==> config.mk <==
export PLATFORM = sky130hd
export DESIGN_NAME = multilevel_ready_queue_scheduler_unit
export DESIGN_NICKNAME = d
export VERILOG_FILES = /design/src/rtl/mlrq_pkg.sv /design/src/rtl/mlrq_ram.sv /design/src/rtl/mlrq_slot.sv /design/src/rtl/multilevel_ready_queue_scheduler_unit.sv
export SDC_FILE = /design/constraint.sdc
export NUM_CORES = 2
export LEC_CHECK = 0
export BUFFER_PORTS_ARGS = -buffer_cell sky130_fd_sc_hd__buf_2
export CAP_MARGIN = 40
export CELL_PAD_IN_SITES_DETAIL_PLACEMENT = 0
export CELL_PAD_IN_SITES_GLOBAL_PLACEMENT = 2
export CORE_MARGIN = 3
export CORE_UTILIZATION = 32
export CTS_BUF_LIST = sky130_fd_sc_hd__clkbuf_2 sky130_fd_sc_hd__clkbuf_4 sky130_fd_sc_hd__clkbuf_8
export CTS_CLUSTER_DIAMETER = 100
export CTS_CLUSTER_SIZE = 40
export DETAILED_ROUTE_END_ITERATION = 6
export PLACE_DENSITY = 0.68
export SETUP_SLACK_MARGIN = 0.3
export SLEW_MARGIN = 10
export SYNTH_ARGS = -nofsm -noshare
export SYNTH_HDL_FRONTEND = slang
export SYNTH_SLANG_ARGS = --single-unit
==> constraint.sdc <==
create_clock -name clk_i -period 6.1 [get_ports clk_i]
set_clock_uncertainty 0.2 [all_clocks]
set_input_delay 0.915 -clock clk_i [delete_from_list [all_inputs] [get_ports clk_i]]
set_output_delay 0.915 -clock clk_i [all_outputs]
set_load 0.02 [all_outputs]
==> src/rtl/mlrq_pkg.sv <==
// Package for the multilevel ready-queue scheduler.
// Holds the field widths, request and status codes, and the sequencer state type.
// No dependencies.
package mlrq_pkg;

  localparam int unsigned ModeW   = 2;
  localparam int unsigned TaskW   = 6;
  localparam int unsigned PrioW   = 3;
  localparam int unsigned StatusW = 2;
  localparam int unsigned InW     = 16;
  localparam int unsigned OutW    = 8;

  localparam logic [ModeW-1:0] ModeAdd    = 2'd0;
  localparam logic [ModeW-1:0] ModeSched  = 2'd1;
  localparam logic [ModeW-1:0] ModeRemove = 2'd2;
  localparam logic [ModeW-1:0] ModeNop    = 2'd3;

  localparam logic [StatusW-1:0] StOk       = 2'd0;
  localparam logic [StatusW-1:0] StBad      = 2'd1;
  localparam logic [StatusW-1:0] StNotFound = 2'd2;
  localparam logic [StatusW-1:0] StNoReady  = 2'd3;

  typedef enum logic [9:0] {
    S_IDLE   = 10'b00_0000_0001,
    S_ADD    = 10'b00_0000_0010,
    S_RM_RD  = 10'b00_0000_0100,
    S_RM_CMP = 10'b00_0000_1000,
    S_SH_RD  = 10'b00_0001_0000,
    S_SH_WR  = 10'b00_0010_0000,
    S_SCAN   = 10'b00_0100_0000,
    S_TAKE   = 10'b00_1000_0000,
    S_FIN    = 10'b01_0000_0000,
    S_SPARE  = 10'b10_0000_0000
  } seq_state_e;

endpackage

==> src/rtl/mlrq_ram.sv <==
// Queue entry store: one ring of task indices per level.
// Single write port, single registered read port. Uses mlrq_pkg.
module mlrq_ram #(
  parameter int unsigned LEVELS = 5,
  parameter int unsigned TASKS  = 64,
  localparam int unsigned LW = (LEVELS > 1) ? $clog2(LEVELS) : 1,
  localparam int unsigned PW = $clog2(TASKS)
) (
  input  logic                      clk_i,
  input  logic                      we_i,
  input  logic [LW-1:0]             lvl_i,
  input  logic [PW-1:0]             wslot_i,
  input  logic [mlrq_pkg::TaskW-1:0] wdata_i,
  input  logic [PW-1:0]             rslot_i,
  output logic [mlrq_pkg::TaskW-1:0] rdata_o
);
  import mlrq_pkg::*;

  logic [TaskW-1:0] mem [LEVELS][TASKS];

  always_ff @(posedge clk_i) begin
    if (we_i) begin
      mem[lvl_i][wslot_i] <= wdata_i;
    end
    rdata_o <= mem[lvl_i][rslot_i];
  end

endmodule

==> src/rtl/mlrq_slot.sv <==
// Shared ring-position unit: (head + position) wrapped at the ring depth.
// One add and one compare-subtract. Uses no package items.
module mlrq_slot #(
  parameter int unsigned TASKS = 64,
  localparam int unsigned PW = $clog2(TASKS),
  localparam int unsigned NW = $clog2(TASKS + 1)
) (
  input  logic [PW-1:0] head_i,
  input  logic [NW-1:0] pos_i,
  output logic [PW-1:0] slot_o
);
  logic [NW:0] sum;

  always_comb begin
    sum = (NW+1)'(head_i) + (NW+1)'(pos_i);
    if (sum >= (NW+1)'(TASKS)) begin
      sum = sum - (NW+1)'(TASKS);
    end
    slot_o = sum[PW-1:0];
  end

endmodule

==> src/rtl/multilevel_ready_queue_scheduler_unit.sv <==
// Top level of the multilevel ready-queue scheduler.
// Depends on mlrq_pkg, mlrq_ram and mlrq_slot.
//
// Usage:
//   The slave stream carries one request word: add a task at a level,
//   remove a task from a level, or schedule (pick the next task and requeue
//   the running one). The master stream returns one result word per request
//   with a status and, for a successful schedule, the chosen task.
//   One request is worked on at a time by a small
//   sequencer driving one shared ring-position adder and one entry memory
//   port. An add appends at the tail, a schedule scans the levels, and a
//   remove takes a read and a compare per entry searched, then a read and
//   a write per entry moved while closing the gap, as the memory port is
//   registered. The sequencer returns to idle before the next request.
//   s_axis_tready is high only while the sequencer is idle.
//   A finished result sits in the output register; the next request is
//   accepted while it waits. If the receiver stalls with a result still
//   held, the sequencer holds its next result until the register frees.
//   Reset clears lengths, heads and execute counters; entry storage is not
//   cleared, as only entries inside a queue's length are ever read.
module multilevel_ready_queue_scheduler_unit #(
  parameter int unsigned LEVELS = 5,
  parameter int unsigned TASKS  = 64
) (
  input  logic                       clk_i,
  input  logic                       rst_ni,
  input  logic                       s_axis_tvalid,
  output logic                       s_axis_tready,
  // [1:0] mode, [7:2] task_index, [10:8] priority_req, [11] running_ends
  input  logic [mlrq_pkg::InW-1:0]   s_axis_tdata,
  output logic                       m_axis_tvalid,
  input  logic                       m_axis_tready,
  // [1:0] status, [7:2] next_task
  output logic [mlrq_pkg::OutW-1:0]  m_axis_tdata
);
  import mlrq_pkg::*;

  localparam int unsigned LW = (LEVELS > 1) ? $clog2(LEVELS) : 1;
  localparam int unsigned PW = $clog2(TASKS);
  localparam int unsigned NW = $clog2(TASKS + 1);
  localparam logic [LW-1:0] LastLvl = LW'(LEVELS - 1);
  localparam logic [NW-1:0] Full    = NW'(TASKS);

  seq_state_e state_q, state_d;

  // request word held while the sequencer works
  logic [TaskW-1:0]   task_q, task_d;
  logic [PrioW-1:0]   prio_q, prio_d;
  logic               ends_q, ends_d;
  logic               requeue_q, requeue_d;
  logic               pass_q, pass_d;
  logic [LW-1:0]      lvl_q, lvl_d;
  logic [NW-1:0]      pos_q, pos_d;
  logic [StatusW-1:0] res_st_q, res_st_d;
  logic [TaskW-1:0]   res_nx_q, res_nx_d;

  logic [NW-1:0] len_q [LEVELS];
  logic [NW-1:0] len_d [LEVELS];
  logic [PW-1:0] head_q [LEVELS];
  logic [PW-1:0] head_d [LEVELS];
  logic [NW-1:0] cnt_q [LEVELS];
  logic [NW-1:0] cnt_d [LEVELS];

  logic               out_valid_q, out_valid_d;
  logic [StatusW-1:0] out_st_q, out_st_d;
  logic [TaskW-1:0]   out_nx_q, out_nx_d;

  // shared ring unit and memory port
  logic [NW-1:0]    slot_pos;
  logic [PW-1:0]    slot;
  logic             we;
  logic [PW-1:0]    wslot;
  logic [PW-1:0]    rslot;
  logic [TaskW-1:0] wdata;
  logic [TaskW-1:0] rdata;

  logic [ModeW-1:0] in_mode;
  logic [TaskW-1:0] in_task;
  logic [PrioW-1:0] in_prio;
  logic             any_ready;
  logic             in_bad;
  logic             prio_bad;

  assign in_mode = s_axis_tdata[1:0];
  assign in_task = s_axis_tdata[7:2];
  assign in_prio = s_axis_tdata[10:8];
  assign in_bad  = 32'(in_prio) >= LEVELS;
  assign prio_bad = 32'(prio_q) >= LEVELS;

  always_comb begin
    any_ready = 1'b0;
    for (int i = 0; i < LEVELS; i++) begin
      any_ready = any_ready | (len_q[i] != '0);
    end
  end

  mlrq_slot #(.TASKS(TASKS)) u_slot (
    .head_i (head_q[lvl_q]),
    .pos_i  (slot_pos),
    .slot_o (slot)
  );

  mlrq_ram #(.LEVELS(LEVELS), .TASKS(TASKS)) u_ram (
    .clk_i   (clk_i),
    .we_i    (we),
    .lvl_i   (lvl_q),
    .wslot_i (wslot),
    .wdata_i (wdata),
    .rslot_i (rslot),
    .rdata_o (rdata)
  );

  assign s_axis_tready = (state_q == S_IDLE);
  assign m_axis_tvalid = out_valid_q;
  assign m_axis_tdata  = {out_nx_q, out_st_q};

  always_comb begin
    state_d     = state_q;
    task_d      = task_q;
    prio_d      = prio_q;
    ends_d      = ends_q;
    requeue_d   = requeue_q;
    pass_d      = pass_q;
    lvl_d       = lvl_q;
    pos_d       = pos_q;
    res_st_d    = res_st_q;
    res_nx_d    = res_nx_q;
    len_d       = len_q;
    head_d      = head_q;
    cnt_d       = cnt_q;
    out_valid_d = out_valid_q;
    out_st_d    = out_st_q;
    out_nx_d    = out_nx_q;
    slot_pos    = pos_q;
    we          = 1'b0;
    wslot       = slot;
    rslot       = slot;
    wdata       = task_q;

    if (m_axis_tready) begin
      out_valid_d = 1'b0;
    end

    case (state_q)
      S_IDLE: begin
        if (s_axis_tvalid) begin
          task_d    = in_task;
          prio_d    = in_prio;
          ends_d    = s_axis_tdata[11];
          requeue_d = 1'b0;
          pass_d    = 1'b0;
          pos_d     = '0;
          res_st_d  = StOk;
          res_nx_d  = '0;
          lvl_d     = in_prio[LW-1:0];
          case (in_mode)
            ModeAdd: state_d = S_ADD;
            ModeRemove: begin
              if (in_bad) begin
                res_st_d = StBad;
                state_d  = S_FIN;
              end else begin
                state_d = S_RM_RD;
              end
            end
            ModeSched: begin
              lvl_d = '0;
              if (!any_ready) begin
                res_st_d = StNoReady;
                state_d  = S_FIN;
              end else begin
                state_d = S_SCAN;
              end
            end
            default: state_d = S_FIN;
          endcase
        end
      end

      // append at the tail; a requeue that fails is dropped silently
      S_ADD: begin
        slot_pos = len_q[lvl_q];
        if (prio_bad || len_q[lvl_q] >= Full) begin
          if (!requeue_q) begin
            res_st_d = StBad;
          end
        end else begin
          we           = 1'b1;
          len_d[lvl_q] = len_q[lvl_q] + 1'b1;
        end
        state_d = S_FIN;
      end

      S_RM_RD: begin
        if (pos_q >= len_q[lvl_q]) begin
          res_st_d = StNotFound;
          state_d  = S_FIN;
        end else begin
          state_d = S_RM_CMP;
        end
      end

      S_RM_CMP: begin
        if (rdata == task_q) begin
          state_d = S_SH_RD;
        end else begin
          pos_d   = pos_q + 1'b1;
          state_d = S_RM_RD;
        end
      end

      // close the gap: read entry pos+1, then write it at pos
      S_SH_RD: begin
        slot_pos = pos_q + 1'b1;
        if (pos_q + 1'b1 >= len_q[lvl_q]) begin
          len_d[lvl_q] = len_q[lvl_q] - 1'b1;
          state_d      = S_FIN;
        end else begin
          state_d = S_SH_WR;
        end
      end

      S_SH_WR: begin
        we      = 1'b1;
        wdata   = rdata;
        pos_d   = pos_q + 1'b1;
        state_d = S_SH_RD;
      end

      // one level per cycle, two passes at most
      S_SCAN: begin
        slot_pos = NW'(1);
        rslot    = head_q[lvl_q];
        if (cnt_q[lvl_q] < len_q[lvl_q]) begin
          head_d[lvl_q] = slot;
          len_d[lvl_q]  = len_q[lvl_q] - 1'b1;
          cnt_d[lvl_q]  = cnt_q[lvl_q] + 1'b1;
          state_d       = S_TAKE;
        end else begin
          cnt_d[lvl_q] = '0;
          if (lvl_q == LastLvl) begin
            lvl_d = '0;
            if (pass_q) begin
              res_st_d = StNoReady;
              state_d  = S_FIN;
            end else begin
              pass_d = 1'b1;
            end
          end else begin
            lvl_d = lvl_q + 1'b1;
          end
        end
      end

      S_TAKE: begin
        res_nx_d = rdata;
        if (ends_q) begin
          state_d = S_FIN;
        end else begin
          requeue_d = 1'b1;
          lvl_d     = prio_q[LW-1:0];
          state_d   = S_ADD;
        end
      end

      // hold the result until the output register frees
      S_FIN: begin
        if (!out_valid_q || m_axis_tready) begin
          out_valid_d = 1'b1;
          out_st_d    = res_st_q;
          out_nx_d    = res_nx_q;
          state_d     = S_IDLE;
        end
      end

      default: state_d = S_IDLE;
    endcase
  end

  always_ff @(posedge clk_i or negedge rst_ni) begin
    if (!rst_ni) begin
      state_q     <= S_IDLE;
      out_valid_q <= 1'b0;
      for (int i = 0; i < LEVELS; i++) begin
        len_q[i]  <= '0;
        head_q[i] <= '0;
        cnt_q[i]  <= '0;
      end
    end else begin
      state_q     <= state_d;
      out_valid_q <= out_valid_d;
      len_q       <= len_d;
      head_q      <= head_d;
      cnt_q       <= cnt_d;
    end
  end

  always_ff @(posedge clk_i) begin
    task_q    <= task_d;
    prio_q    <= prio_d;
    ends_q    <= ends_d;
    requeue_q <= requeue_d;
    pass_q    <= pass_d;
    lvl_q     <= lvl_d;
    pos_q     <= pos_d;
    res_st_q  <= res_st_d;
    res_nx_q  <= res_nx_d;
    out_st_q  <= out_st_d;
    out_nx_q  <= out_nx_d;
  end

  a_busy_after_accept: assert property (@(posedge clk_i) disable iff (!rst_ni)
    s_axis_tvalid && s_axis_tready |=> !s_axis_tready)
    else $error("request accepted while sequencer busy");

  a_take_after_scan: assert property (@(posedge clk_i) disable iff (!rst_ni)
    state_q == S_TAKE |-> $past(state_q) == S_SCAN)
    else $error("pop data latched without a scan hit");

  a_len_bound: assert property (@(posedge clk_i) disable iff (!rst_ni)
    state_q == S_SCAN |-> len_q[lvl_q] <= Full)
    else $error("queue length beyond ring depth");

  a_fin_loads_out: assert property (@(posedge clk_i) disable iff (!rst_ni)
    state_q == S_FIN && (!out_valid_q || m_axis_tready) |=> m_axis_tvalid)
    else $error("finished result not presented");

endmodule
* After elaboration in Yosys (flattened, before gate mapping) *
Memory sizes are Yosys's and may differ from the RTL's. A register that Yosys moved wholly into a read port is not among the register bits.
Index checks and enable logic that the tools add are counted.

cells by class
  add/sub/neg operators = 7
  order comparisons = 12
  eq/ne operators = 28
  mux-type cells = 80
  bitwise logic cells = 9
  reduce and logical (&&, ||, !) cells = 28

operators with widths
  cell                 count
  $mux 384             1
  $mux 35              4
  $bwmux 35            3
  $pmux 35 s3          1
  $pmux 10 s9          1
  $mux 6               10
  $mux 10              5
  $mux 7               7
  $mux 9               5
  $bmux 7 s3           2
  $pmux 7 s3           2
  $bmux 6 s6           1
  $demux 6 s6          1
  $and 35x35->35       1
  $not 35->35          1
  $reduce_bool 7->1    5
  $bwmux 30            1
  $pmux 9 s3           1
  $ne 2x2->1 const B   13
  $add 7x1->7 const B  3
  $demux 7 s3          1
  $ge 7x7->1 const B   3
  $bmux 6 s3           1
  $demux 6 s3          1
  other kinds (48)     90

storage, ports and cells
  bits in registers = 155
  bits in writable memories = 1920
  input bits = 20
  output and inout bits = 10
  logic and storage cells = 194
  memories kept = 1

memory list
  memory     words  width  rd ports  clocked after Yosys merged registers in  write ports  line            text
  u_ram.mem  5      384    1         1                                        1            mlrq_ram.sv:19  logic [TaskW-1:0] mem [LEVELS][TASKS];

* Logic depth before layout (Yosys ltp) *
  depth in word-level cells = 14
  depth in mapped cells = 23
  mapped depth without buffers = 17

* Hierarchy *
Synthesis repeated with hierarchy kept, for this count alone.

unflattened totals
  cells, all modules = 5480
  area, all modules = 84498.5 µm²

by module, submodules not included
  module                                 instances  cells each  area each (µm²)  seq. area each (µm²)
  mlrq_ram                               1          4774        76196.8          57775.4
  multilevel_ready_queue_scheduler_unit  1          687         8115.3           3895.0
  mlrq_slot                              1          19          186.4            0.0

* Worst setup path after synthesis *
Ideal clock, no wire load.

  path type = reg2reg
  from = reg lvl_q[0]
  to = mem u_ram.mem[0][156] in the netlist's numbering (enable)
  library setup time = 350 ps
  arrival = 4671 ps
  setup slack = 880 ps
  cell stages (with the launch flop) = 18
  clock period less this slack = 5220 ps
  cells stage by stage = edfxtp_1 -> buf_2 -> buf_2 -> buf_2 -> mux4_2 -> a22oi_1 -> nor2_1 -> a221o_1 -> ha_1 -> a21o_1 -> a21oi_1 -> o21ai_0 -> xor2_1 -> xnor2_2 -> buf_4 -> nor3b_4 -> nand2_4 -> nor2_1

between the ends
  word-level cells in the longest chain between the ends = 14
  elaborated cells on any way between the ends = 24
  classes of those cells = add/sub: 2; order compare: 4; mux: 14; bitwise: 2; reduce/logical: 2

ends and longest elaborated chain
  what                                                                   line                                                                                                                                     text
  start: declaration                                                     multilevel_ready_queue_scheduler_unit.sv:52                                                                                              logic [LW-1:0] lvl_q, lvl_d;
  start signal: assignment                                               multilevel_ready_queue_scheduler_unit.sv:304                                                                                             lvl_q <= lvl_d;
  $not 3->4 (implied by the code)                                        multilevel_ready_queue_scheduler_unit.sv:98, multilevel_ready_queue_scheduler_unit.sv:182, multilevel_ready_queue_scheduler_unit.sv:183
  $bmux 7 s3                                                             multilevel_ready_queue_scheduler_unit.sv:182, multilevel_ready_queue_scheduler_unit.sv:183
  $mux 7 (implied by the code) (2 in series)                             multilevel_ready_queue_scheduler_unit.sv:182, multilevel_ready_queue_scheduler_unit.sv:183
  $pmux 7 s3                                                             multilevel_ready_queue_scheduler_unit.sv:144                                                                                             case (state_q)
  $add 6x7->8                                                            mlrq_slot.sv:15                                                                                                                          sum = (NW+1)'(head_i) + (NW+1)'(pos_i);
  $ge 8x7->1 / $sub 6x1->6 (equally long branches)                       mlrq_slot.sv:16, mlrq_slot.sv:17
  $mux 6                                                                 mlrq_slot.sv:16                                                                                                                          if (sum >= (NW+1)'(TASKS)) begin
  $not 6->7 (implied by the code)                                        mlrq_ram.sv:23                                                                                                                           mem[lvl_i][wslot_i] <= wdata_i;
  $ge 7x7->1 (implied by the code) / $lt 7x1->1 (equally long branches)  mlrq_ram.sv:23
  $logic_and 1x1->1 (implied by the code)                                mlrq_ram.sv:23
  $mux 6 (implied by the code)                                           mlrq_ram.sv:23
  $demux 6 s6                                                            mlrq_ram.sv:23
  $mux 384 (implied by the code)                                         mlrq_ram.sv:23
  end: declaration                                                       mlrq_ram.sv:19

Parallel ways exist; a longest one is shown, timed or not. The select of a mux whose other input is x is not followed.

* Worst setup path after layout *
  from = reg lvl_q[1]
  to = reg u_ram.rdata_o[0] in the netlist's numbering

between the ends
  word-level cells in the longest chain between the ends = 13
  elaborated cells on any way between the ends = 17
  classes of those cells = add/sub: 2; order compare: 1; mux: 12; bitwise: 2

ends and longest elaborated chain
  what                                              line                                                                                       text
  $not 3->4 (implied by the code) (*)               multilevel_ready_queue_scheduler_unit.sv:98, multilevel_ready_queue_scheduler_unit.sv:182
  $bmux 7 s3                                        multilevel_ready_queue_scheduler_unit.sv:182                                               slot_pos = len_q[lvl_q];
  $mux 7 (implied by the code) (2 in series)        multilevel_ready_queue_scheduler_unit.sv:182
  $pmux 7 s3                                        multilevel_ready_queue_scheduler_unit.sv:144
  $add 6x7->8 (*)                                   mlrq_slot.sv:15
  $ge 8x7->1 / $sub 6x1->6 (equally long branches)  mlrq_slot.sv:16, mlrq_slot.sv:17
  $mux 6 (*)                                        mlrq_slot.sv:16
  net slot[1]                                       multilevel_ready_queue_scheduler_unit.sv:70                                                logic [PW-1:0] slot;
  $mux 6 (*)                                        multilevel_ready_queue_scheduler_unit.sv:144
  $not 6->7 (implied by the code) (*)               mlrq_ram.sv:25                                                                             rdata_o <= mem[lvl_i][rslot_i];
  $bmux 6 s6 (*)                                    mlrq_ram.sv:25
  $mux 6 (implied by the code) (*) (2 in series)    mlrq_ram.sv:25
  end signal: assignment                            mlrq_ram.sv:25
  end: declaration                                  mlrq_ram.sv:15                                                                             output logic [mlrq_pkg::TaskW-1:0] rdata_o

The timed path passes the listed nets; every way through them passes the cells marked *. The select of a mux whose other input is x is not followed.
A chain may end at the register's enable or synchronous reset.

==> reports/results.ini <==
[global_routing]
grt_use_total_pct = 16.4
grt_max_degree = 127
grt_pass1_vias = 44100
gr-total-overflow = 0
grt_pass1_wl_um = 326000
antenna_found_initial = 6

[timing]
rsz0062_at_grt = true
maxSlewHeadroom_pct = 38.7
worstMarginPinSlew_ns = 0.916
hold_violations = 0
fmax_ghz = 0.175
fin_crit_sh_pct = 93.7
post-route-min-period_ns = 5.71
fin_setup_tns_ns = 0
setup_ws_ns = 0.386
slew_viol_final = 0
setup_viol = 0

[routing]
via_count = 43900
vias_per_cell = 5.23
drt_iter0_drc = 4712
wl_per_cell_um = 26.7
drt_first_pass_iters = 6
drt-total-wl_um = 225000
drc = 0
ant_nets = 0

[placed_design]
dp_cells = 8220
dp_hpwl_um = 142000
numPortBuffers = 25
dpl_worst_slack_ns = 0.224
gp_congestion = 0.819

[hold_path]
holdPathStages = 3
worstHoldPathType = input port to flop

[logic_synthesis]
ys_ff_latch = 2077
synth_nets = 4831
yosysSeqAreaShare_pct = 73.7
synth_cell_types = 83
synth.avg_cell_area_um2 = 17.5
postSynthCellCount = 4774
synth-edff-count = 1958
yosysWarnings = 0
synth_top_cell_area_share_pct = 70.2
ys.flop_type = edfxtp_1
synthTopCellsByArea = edfxtp_1 (70%), mux4_2 (11%), dfrtp_1 (3.3%)
mappedNetlistArea_um2 = 83700
ys_async_sr_fraction_pct = 5.30
yosysTopAreaCell = edfxtp_1

[power]
intPower_mw = 24.5
combinationalPowerShare_pct = 44.5
sw_frac_of_total_pct = 41.6
power.leakage_nw = 28.9
pwr-share-seq_pct = 40.2
p_per_area_nw_per_um2 = 458
share_clk_of_total_power_pct = 15.4
peakVddDrop_mv = 0.495
switchingPower_mw = 17.5

[clock_network]
cts_buffer_depth = 3
htree_levels = 3
clock_sinks = 2077
cts_tree = yes
cts-root-buf = clkbuf_8
cts_buffers = 82
cts.reportedPaths.clkPinSlew_ns = 0.20
clock_latency_ns = 0.95

[final_layout]
drive_gt1_share_pct = 18.8
utilization_pct = 35.3
layout_common_cells = edfxtp_1 (1958), nand2_1 (584), mux4_2 (425)
fillCellCount = 24400
nNetsFinal = 4888
areaGrowthSynthToFinish_pct = 9.59
final_common_cell = edfxtp_1
layout.cells.non_filler = 8399

[worst_setup_path]
cp.required_ns = 6.76
crit_path_end_kind = flop
critical_path.max_fanout = 8
rr_worst_depth = 14
worstSetupPathType = flop to flop
arrival_ns = 6.37
cp-start-kind = flop

[floorplanning]
initial_core_util_pct = 32.2
core-area_um2 = 260000
die_w_um = 518
io-pin-count = 30
die_h_um = 518
placement_rows = 187
dieArea_um2 = 268000

[run]
cap_viol_max_count = 0

[status]
status = finished clean

-- layout make-up --
cell class                 count  area (um2)  share of cell area [%]
multi-input combinational   2384       20900                    22.8
sequential                  2077       61700                    67.3
antenna                       12        30.0                  0.0327
clock inverter                58        1040                    1.13
tap                         3496        4370                    4.77
inverter                      25        93.8                   0.102
clock buffer                  86        1160                    1.27
timing repair buffer         261        2440                    2.66
-- cells in the mapped netlist (6+ instances only) --
cell	instances
edfxtp_1	1958
nand2_1	588
mux4_2	425
nor2_1	373
clkbuf_1	150
a21oi_1	146
dfrtp_1	109
nand3_1	106
buf_2	93
mux2i_1	86
a31oi_1	53
o21ai_0	52
mux2_1	46
and3_1	36
ha_1	36
nor3_1	34
a211oi_1	33
mux2_2	32
o31ai_1	31
buf_1	27
o22ai_1	27
inv_1	23
nor4_1	23
a22oi_1	17
a32oi_1	16
xnor2_1	15
xor2_1	14
a21o_1	12
buf_4	12
o21ai_1	12
nand3b_1	11
a2111oi_0	10
and2_1	10
a221o_1	9
a311oi_1	9
dfxtp_1	9
o221ai_1	9
nand2_4	8
nand2b_1	8
nand4_1	7
nor3_2	7
nor2b_1	6
-- kinds of logic after synthesis --
kind of cell    synth area share (%)
mux                             13.5
fa+ha+maj                      0.562
flops                           73.7
xor+xnor                       0.323
compound gates                  3.83
buf+inv                         1.66
simple gates                    6.39
-- state kept, by name, summed over array words and instances (netlist names), 2 cells and up, named ones only --
name,flops
out_st_q,2
res_st_q,2
u_ram.mem,1920
head_q,30
u_ram.rdata_o,6
res_nx_q,6
pos_q,7
prio_q,3
len_q,30
lvl_q,3
state_q,9
out_nx_q,6
task_q,6
cnt_q,35
-- power groups by stage --
stage	registers, mW	clock network, mW	logic, mW
2_1_floorplan	17.0	0	10.2
3_3_place_gp	17.2	0	18.5
3_5_place_dp	17.2	0	18.6
4_1_cts	16.9	6.66	18.7
5_1_grt	16.9	7.11	19.6
6_report	16.9	6.46	18.7
-- path summary, 6_finish.rpt --
check / startpoint / to / slack, ns
max in group asynchronous: rst_ni / len_q[9]$_DFFE_PN0P_ / 4.08
min in group asynchronous: rst_ni / cnt_q[22]$_DFFE_PN0P_ / 0.34
setup / recovery: lvl_q[1]$_DFFE_PP_ / u_ram.rdata_o[0]$_DFF_P_ / 0.39
hold reg to reg: res_nx_q[0]$_SDFFCE_PN0P_ / out_nx_q[0]$_DFFE_PP_ / 0.25
setup reg to reg: lvl_q[1]$_DFFE_PP_ / u_ram.rdata_o[0]$_DFF_P_ / 0.39
hold / removal: m_axis_tready / m_axis_tvalid$_DFF_PN0_ / 0.13
-- through the flow --
step / hold WS, ns / instance area (um2) / power [mW]
4_1_cts: 0.0194 / 91600 / 42.2
2_1_floorplan: 0.200 / 83700 / 27.2
5_1_grt: 0.0662 / 91700 / 43.6
6_report: 0.132 / 91800 / 42.0
3_3_place_gp: 0.203 / 89100 / 35.6
3_5_place_dp: 0.205 / 89200 / 35.8
-- layer usage --
metal,share of wire [%],up-vias,GRT usage (%)
met2,48,1309,26.3
met1,45,23600,24.0
met4,2.1,2,3.49
met5,0.0058,-,0
li1,-,18800,-
met3,5.5,204,2.20
-- worst max-delay path: stages, from the launching register on --
cell and delay, ns:
edfxtp_1 0.65, mux2_2 0.39, a221oi_1 0.41, o21ai_0 0.25, ha_1 0.30, fa_1 0.59, nand2_1 0.27, and2_4 0.34
nand2_2 0.37, buf_4 0.28, a21oi_1 0.10, a2111oi_0 0.76, a211oi_1 0.26, o211a_1 0.28, a31o_1 0.18
-- timing repair --
| item | CTS | global route |
|---|---|---|
| endpoints found under the setup margin | 3 | 759 |
| pin swaps | 0 | 2 |
| buffers inserted | 0 | 9 |
| resized for setup | 3 | 9 |
| hold buffers | 11 | 0 |
| endpoints found under the hold margin | 65 | 0 |
No activity file was read; power rests on OpenSTA's default activity.
